==> src/hdl/dcpd_pkg.sv <==
// Shared types and constants of the delay-and-correlate preamble detector.
// Used by dcpd_ctrl, dcpd_datapath and the top level; depends on nothing.
package dcpd_pkg;

  // Fixed field widths
  localparam int unsigned WIN_W      = 7;
  localparam int unsigned LAG_W      = 7;
  localparam int unsigned THR_W      = 16;
  localparam int unsigned ML_W       = 29;
  localparam int unsigned HOLD_W     = 12;
  localparam int unsigned PLEN_W     = 16;
  localparam int unsigned METRIC_W   = 16;
  localparam int unsigned Q_FRAC     = 12;
  localparam int unsigned SAT_SH     = METRIC_W - Q_FRAC;
  localparam int unsigned CFG_IDX_W  = 3;
  localparam int unsigned CFG_DATA_W = 32;
  localparam int unsigned DIV_CNT_W  = $clog2(METRIC_W);

  // Register indexes on the configuration channel
  localparam logic [CFG_IDX_W-1:0] CFG_WINDOW_LEN  = 3'd0;
  localparam logic [CFG_IDX_W-1:0] CFG_LAG         = 3'd1;
  localparam logic [CFG_IDX_W-1:0] CFG_THRESHOLD   = 3'd2;
  localparam logic [CFG_IDX_W-1:0] CFG_MIN_LEVEL   = 3'd3;
  localparam logic [CFG_IDX_W-1:0] CFG_HOLDOFF_LEN = 3'd4;
  localparam logic [CFG_IDX_W-1:0] CFG_PACKET_LEN  = 3'd5;

  typedef struct packed {
    logic [WIN_W-1:0]  window_len;
    logic [LAG_W-1:0]  lag;
    logic [THR_W-1:0]  threshold;
    logic [ML_W-1:0]   min_level;
    logic [HOLD_W-1:0] holdoff_len;
    logic [PLEN_W-1:0] pkt_len_total;
  } cfg_t;

  // Controller to datapath
  typedef struct packed {
    logic start;     // store sample, set up read pointers, clear sums
    logic rd_en;     // read one history pair
    logic square;    // form the squares
    logic sum;       // form |C|^2 and E^2
    logic div_init;  // limit checks, load divider
    logic div_step;  // one quotient bit
    logic load_out;  // load result register, update holdoff
  } cmd_t;

  // Datapath to controller
  typedef struct packed {
    logic rd_last;
    logic div_last;
  } status_t;

endpackage

==> src/hdl/dcpd_ctrl.sv <==
// Sequencing state machine of the preamble detector.
// Depends on dcpd_pkg; drives dcpd_datapath through cmd_t / status_t.
module dcpd_ctrl (
  input  logic              clk_i,
  input  logic              rst_ni,
  input  logic              s_tvalid_i,
  output logic              s_tready_o,
  output logic              m_tvalid_o,
  input  logic              m_tready_i,
  output dcpd_pkg::cmd_t    cmd_o,
  input  dcpd_pkg::status_t status_i
);
  import dcpd_pkg::*;

  localparam logic [2:0] S_IDLE  = 3'd0;
  localparam logic [2:0] S_RD    = 3'd1;
  localparam logic [2:0] S_DRAIN = 3'd2;
  localparam logic [2:0] S_SQ    = 3'd3;
  localparam logic [2:0] S_ADD   = 3'd4;
  localparam logic [2:0] S_CHK   = 3'd5;
  localparam logic [2:0] S_DIV   = 3'd6;
  localparam logic [2:0] S_OUT   = 3'd7;

  logic [2:0] state_q, state_d;
  logic       out_full_q, out_full_d;
  logic       in_accept;

  assign s_tready_o = (state_q == S_IDLE);
  assign in_accept  = s_tvalid_i && s_tready_o;
  assign m_tvalid_o = out_full_q;

  // Next state and commands
  always_comb begin
    state_d = state_q;
    cmd_o   = '0;
    unique case (state_q)
      S_IDLE: begin
        if (in_accept) begin
          cmd_o.start = 1'b1;
          state_d     = S_RD;
        end
      end
      S_RD: begin
        cmd_o.rd_en = 1'b1;
        if (status_i.rd_last) state_d = S_DRAIN;
      end
      S_DRAIN: state_d = S_SQ;
      S_SQ: begin
        cmd_o.square = 1'b1;
        state_d      = S_ADD;
      end
      S_ADD: begin
        cmd_o.sum = 1'b1;
        state_d   = S_CHK;
      end
      S_CHK: begin
        cmd_o.div_init = 1'b1;
        state_d        = S_DIV;
      end
      S_DIV: begin
        cmd_o.div_step = 1'b1;
        if (status_i.div_last) state_d = S_OUT;
      end
      S_OUT: begin
        // result register must be free or emptying this cycle
        if (!out_full_q || m_tready_i) begin
          cmd_o.load_out = 1'b1;
          state_d        = S_IDLE;
        end
      end
    endcase
  end

  // Output register occupancy
  always_comb begin
    out_full_d = out_full_q;
    if (cmd_o.load_out) begin
      out_full_d = 1'b1;
    end else if (m_tready_i) begin
      out_full_d = 1'b0;
    end
  end

  always_ff @(posedge clk_i or negedge rst_ni) begin
    if (!rst_ni) begin
      state_q    <= S_IDLE;
      out_full_q <= 1'b0;
    end else begin
      state_q    <= state_d;
      out_full_q <= out_full_d;
    end
  end

  a_accept_starts_read: assert property (@(posedge clk_i) disable iff (!rst_ni)
    in_accept |=> state_q == S_RD)
    else $error("accepted item did not start the history read");

  a_load_fills_output: assert property (@(posedge clk_i) disable iff (!rst_ni)
    cmd_o.load_out |=> out_full_q)
    else $error("result load did not mark output register full");

  a_no_overwrite: assert property (@(posedge clk_i) disable iff (!rst_ni)
    (out_full_q && !m_tready_i) |-> !cmd_o.load_out)
    else $error("result overwritten while waiting");

  a_div_after_read: assert property (@(posedge clk_i) disable iff (!rst_ni)
    (state_q == S_RD && status_i.rd_last) |=> state_q == S_DRAIN)
    else $error("read phase did not end on last pair");

endmodule

==> config.mk <==
export PLATFORM = sky130hd
export DESIGN_NAME = dcpd_ctrl
export DESIGN_NICKNAME = d
export VERILOG_FILES = /design/src/hdl/dcpd_pkg.sv /design/src/hdl/dcpd_ctrl.sv
export SDC_FILE = /design/constraint.sdc
export NUM_CORES = 1
export LEC_CHECK = 0
export BUFFER_PORTS_ARGS = -buffer_cell sky130_fd_sc_hd__buf_2
export CAP_MARGIN = 10
export CELL_PAD_IN_SITES_DETAIL_PLACEMENT = 1
export CELL_PAD_IN_SITES_GLOBAL_PLACEMENT = 1
export CORE_AREA = 2 2 39 41
export DETAILED_ROUTE_END_ITERATION = 6
export DIE_AREA = 0 0 41 43
export PLACE_DENSITY = 0.65
export SLEW_MARGIN = 20
export SYNTH_ARGS = -nofsm -noshare
export SYNTH_HDL_FRONTEND = slang
export SYNTH_SLANG_ARGS = --single-unit
==> constraint.sdc <==
create_clock -name clk_i -period 1 [get_ports clk_i]
set_input_delay 0.2 -clock clk_i [delete_from_list [all_inputs] [get_ports clk_i]]
set_output_delay 0.2 -clock clk_i [all_outputs]
set_load 0.01 [all_outputs]
==> results_dict.tcl <==
set metrics [dict create \
    holdPathStages 3 \
    grt_max_degree 7 \
    status "finished with violations" \
    slew_violations 0 \
    synth-seq-cells 4 \
    synth-simple-area-share_pct 36.7 \
    path_cells "buf_12 -> nor3b_2 -> buf_2" \
    hp-start "status_i[0]" \
    hold_end "state_q[0]" \
    required_ns 0.80 \
    gp_congestion 0.724 \
    grt_pass1_vias 350 \
    finalWorstSetupSlack_ns -0.328 \
    num-nets-final 65 \
    worstReg2RegEnd "state_q[0]" \
    muxShareOfSynthArea_pct 3.62 \
    insertion_delay_ns 0.24 \
    synthXorXnorAreaFrac_pct 0 \
    core_area_um2 1380 \
    clock_skew_ns 0.00211 \
    track_usage_pct 12.4 \
    root_buffer "clkbuf_4" \
    final_hold_viol_count 0 \
    r2r_start "state_q[2]" \
    drc 0 \
    critPathSlowestCell "dfrtp_2" \
    synth_top_area_share_pct 36.2 \
    multiInputGateArea_um2 190 \
    fin_crit_ns 1.33 \
    grt_pass1_wl_um 1440 \
    h-tree-depth 1 \
    finalCritPeriodShare_pct 133 \
    areaGrowthSynthToFinish_pct 99.5 \
    layout.cells.non_filler 73 \
    drt_iter0_drc 0 \
    rsz0062_at_grt "yes" \
    syn_area_um2 277 \
    hpwl_um 514 \
    maxSlewHeadroom_pct 85.0 \
    cts_buffers 3 \
    ant_nets 0 \
    first_pass_iters 1 \
    netlist_instances 32 \
    worst-setup-path-type "reg2out" \
    ys_seq_area_share_pct 36.2 \
    synth_fa_ha_area_share_pct 0 \
    startpoint_type "flop" \
    yosys.area.top_type "dfrtp_1" \
    io_pins 15 \
    final.fill_count 171 \
    worst_ep_arrival_time_ns 1.13 \
    p_total_w 0.00190 \
    r2r_slack_ns -0.22 \
    fmax_mhz 753 \
    initial_core_util_pct 20.0 \
    path_max_fanout 5 \
    avgSynthCellArea_um2 8.64 \
    synth_compound_area_share_pct 10.9 \
    dieArea_um2 1760 \
    ir_drop_mv 1.18 \
    die_h_um 43 \
    antenna_found_initial 0 \
    utilization_pct 39.9 \
    cts.sinks 4 \
    synth_nets 38 \
    finalSetupViolations 11 \
    dieWidth_um 41 \
    yosysUniqueCellTypes 22 \
    viasPerCell 4.41 \
    synth.area.top_cells "dfrtp_1 (36%), nor3b_1 (8.1%), buf_4 (5.4%)" \
    reg2reg_depth 4 \
    rows 14 \
    leakagePower_nw 0.257 \
    yosys_warnings 0 \
    failed_checks "setup timing" \
    max_slew.worst_pin.slew_ns 0.223 \
    synth_top_family_by_area "simple AND/OR/NAND/NOR gates" \
    drive_above_1_share_pct 73.7 \
    port_buffers 14 \
    cts_tree "built" \
    drt_wl_total_um 892 \
    powerDensity_nw_per_um2 3440 \
    dp_cells 63 \
    vias 322 \
    critPathMaxStageDelay_ns 0.44 \
    cp-end-kind "output port" \
    clk_pin_slew_worst_paths_ns 0.04 \
    seqCellArea_um2 104 \
    gr-total-overflow 0 \
    maxCapViolations 0 \
    clock_path_buffers 2 \
    holdCritPathClass "in2reg" \
    insertedDiodeCount 0 \
    wl_per_cell_um 12.2 \
]
-- routing by layer --
layer  global-route usage [%]  vias up  wire (µm)
li1                         -      159          -
met3                     4.71        3         33
met4                     6.00        0         17
met2                     19.1        9        462
met1                     14.4      151        379
met5                        0        -          0
-- flip-flops by register name (all words and copies together), names as in the netlist --
register / count
state_q: 3
m_tvalid_o: 1
-- worst max-delay path by stage --
stage                    start        to  slack (ns)  depth (start not counted)
floorplan           state_q[1]  cmd_o[6]       -0.07                          3
global placement    state_q[2]  cmd_o[0]       -0.22                          3
detailed placement  state_q[0]  cmd_o[0]       -0.21                          3
CTS                 state_q[0]  cmd_o[5]       -0.33                          3
global route        state_q[2]  cmd_o[6]       -0.42                          3
finish              state_q[2]  cmd_o[5]       -0.33                          3
-- critical path, delay by kind of cell (launching register included) --
family | cells | cell delay [ns]
flip-flops | 1 | 0.44
AND/OR/NAND/NOR | 1 | 0.16
buffers and inverters | 2 | 0.29
-- layout make-up --
| type | count | share of cell area, % |
|---|---|---|
| inverter | 1 | 0.680 |
| sequential | 4 | 18.8 |
| timing repair buffer | 26 | 38.3 |
| clock buffer | 3 | 4.08 |
| multi-input combinational | 23 | 34.5 |
| tap | 16 | 3.63 |
-- power breakdown --
part	switching [W]	leakage [nW]	internal [W]
combinational	0.000538	0.198	0.000754
clock	0.0000666	0.0138	0.000134
sequential	0.000145	0.0452	0.000258
-- cell usage in the layout (no fill, tap or decap), types with 2 or more instances in the layout --
cell / count
buf_6: 6
o21ai_1: 2
nor3b_2: 3
buf_2: 12
buf_12: 2
buf_4: 4
dfrtp_2: 3
clkbuf_4: 3
-- cell usage after synthesis --
cell type,instances
nor2_2,1
nand2b_1,1
a21oi_1,1
o21ai_1,2
nand2_1,2
nor3_1,1
inv_2,1
o221ai_1,1
mux2i_1,1
nor2_1,2
a31oi_1,1
and2_1,1
buf_6,1
nor3b_1,3
and3_1,1
buf_4,2
or3_1,1
nor2b_1,2
buf_2,1
nor3_2,1
dfrtp_1,4
nand3_1,1
-- per-stage QoR --
step | TNS, ns | setup WS [ns] | hold slack, ns | instance area, µm²
2_1_floorplan | -0.132 | -0.0669 | -0.0956 | 304
3_3_place_gp | -1.45 | -0.220 | 0.0102 | 394
3_5_place_dp | -1.52 | -0.208 | 0.0102 | 394
4_1_cts | -2.65 | -0.333 | 0.264 | 532
5_1_grt | -3.35 | -0.418 | 0.273 | 552
6_report | -2.60 | -0.328 | 0.278 | 552
-- timing repair --
action,CTS,global route
hold endpoints to repair,4,0
hold buffers,1,0
pin swaps,2,6
setup endpoints to repair,11,11
cloned,0,0
gates resized for setup,14,4
buffers inserted,5,2
-- logic make-up after synthesis --
group,count (synthesis)
buf+inv,5
simple gates,17
compound gates,5
flops,4
mux,1
No activity file was read; power rests on OpenSTA's default activity.
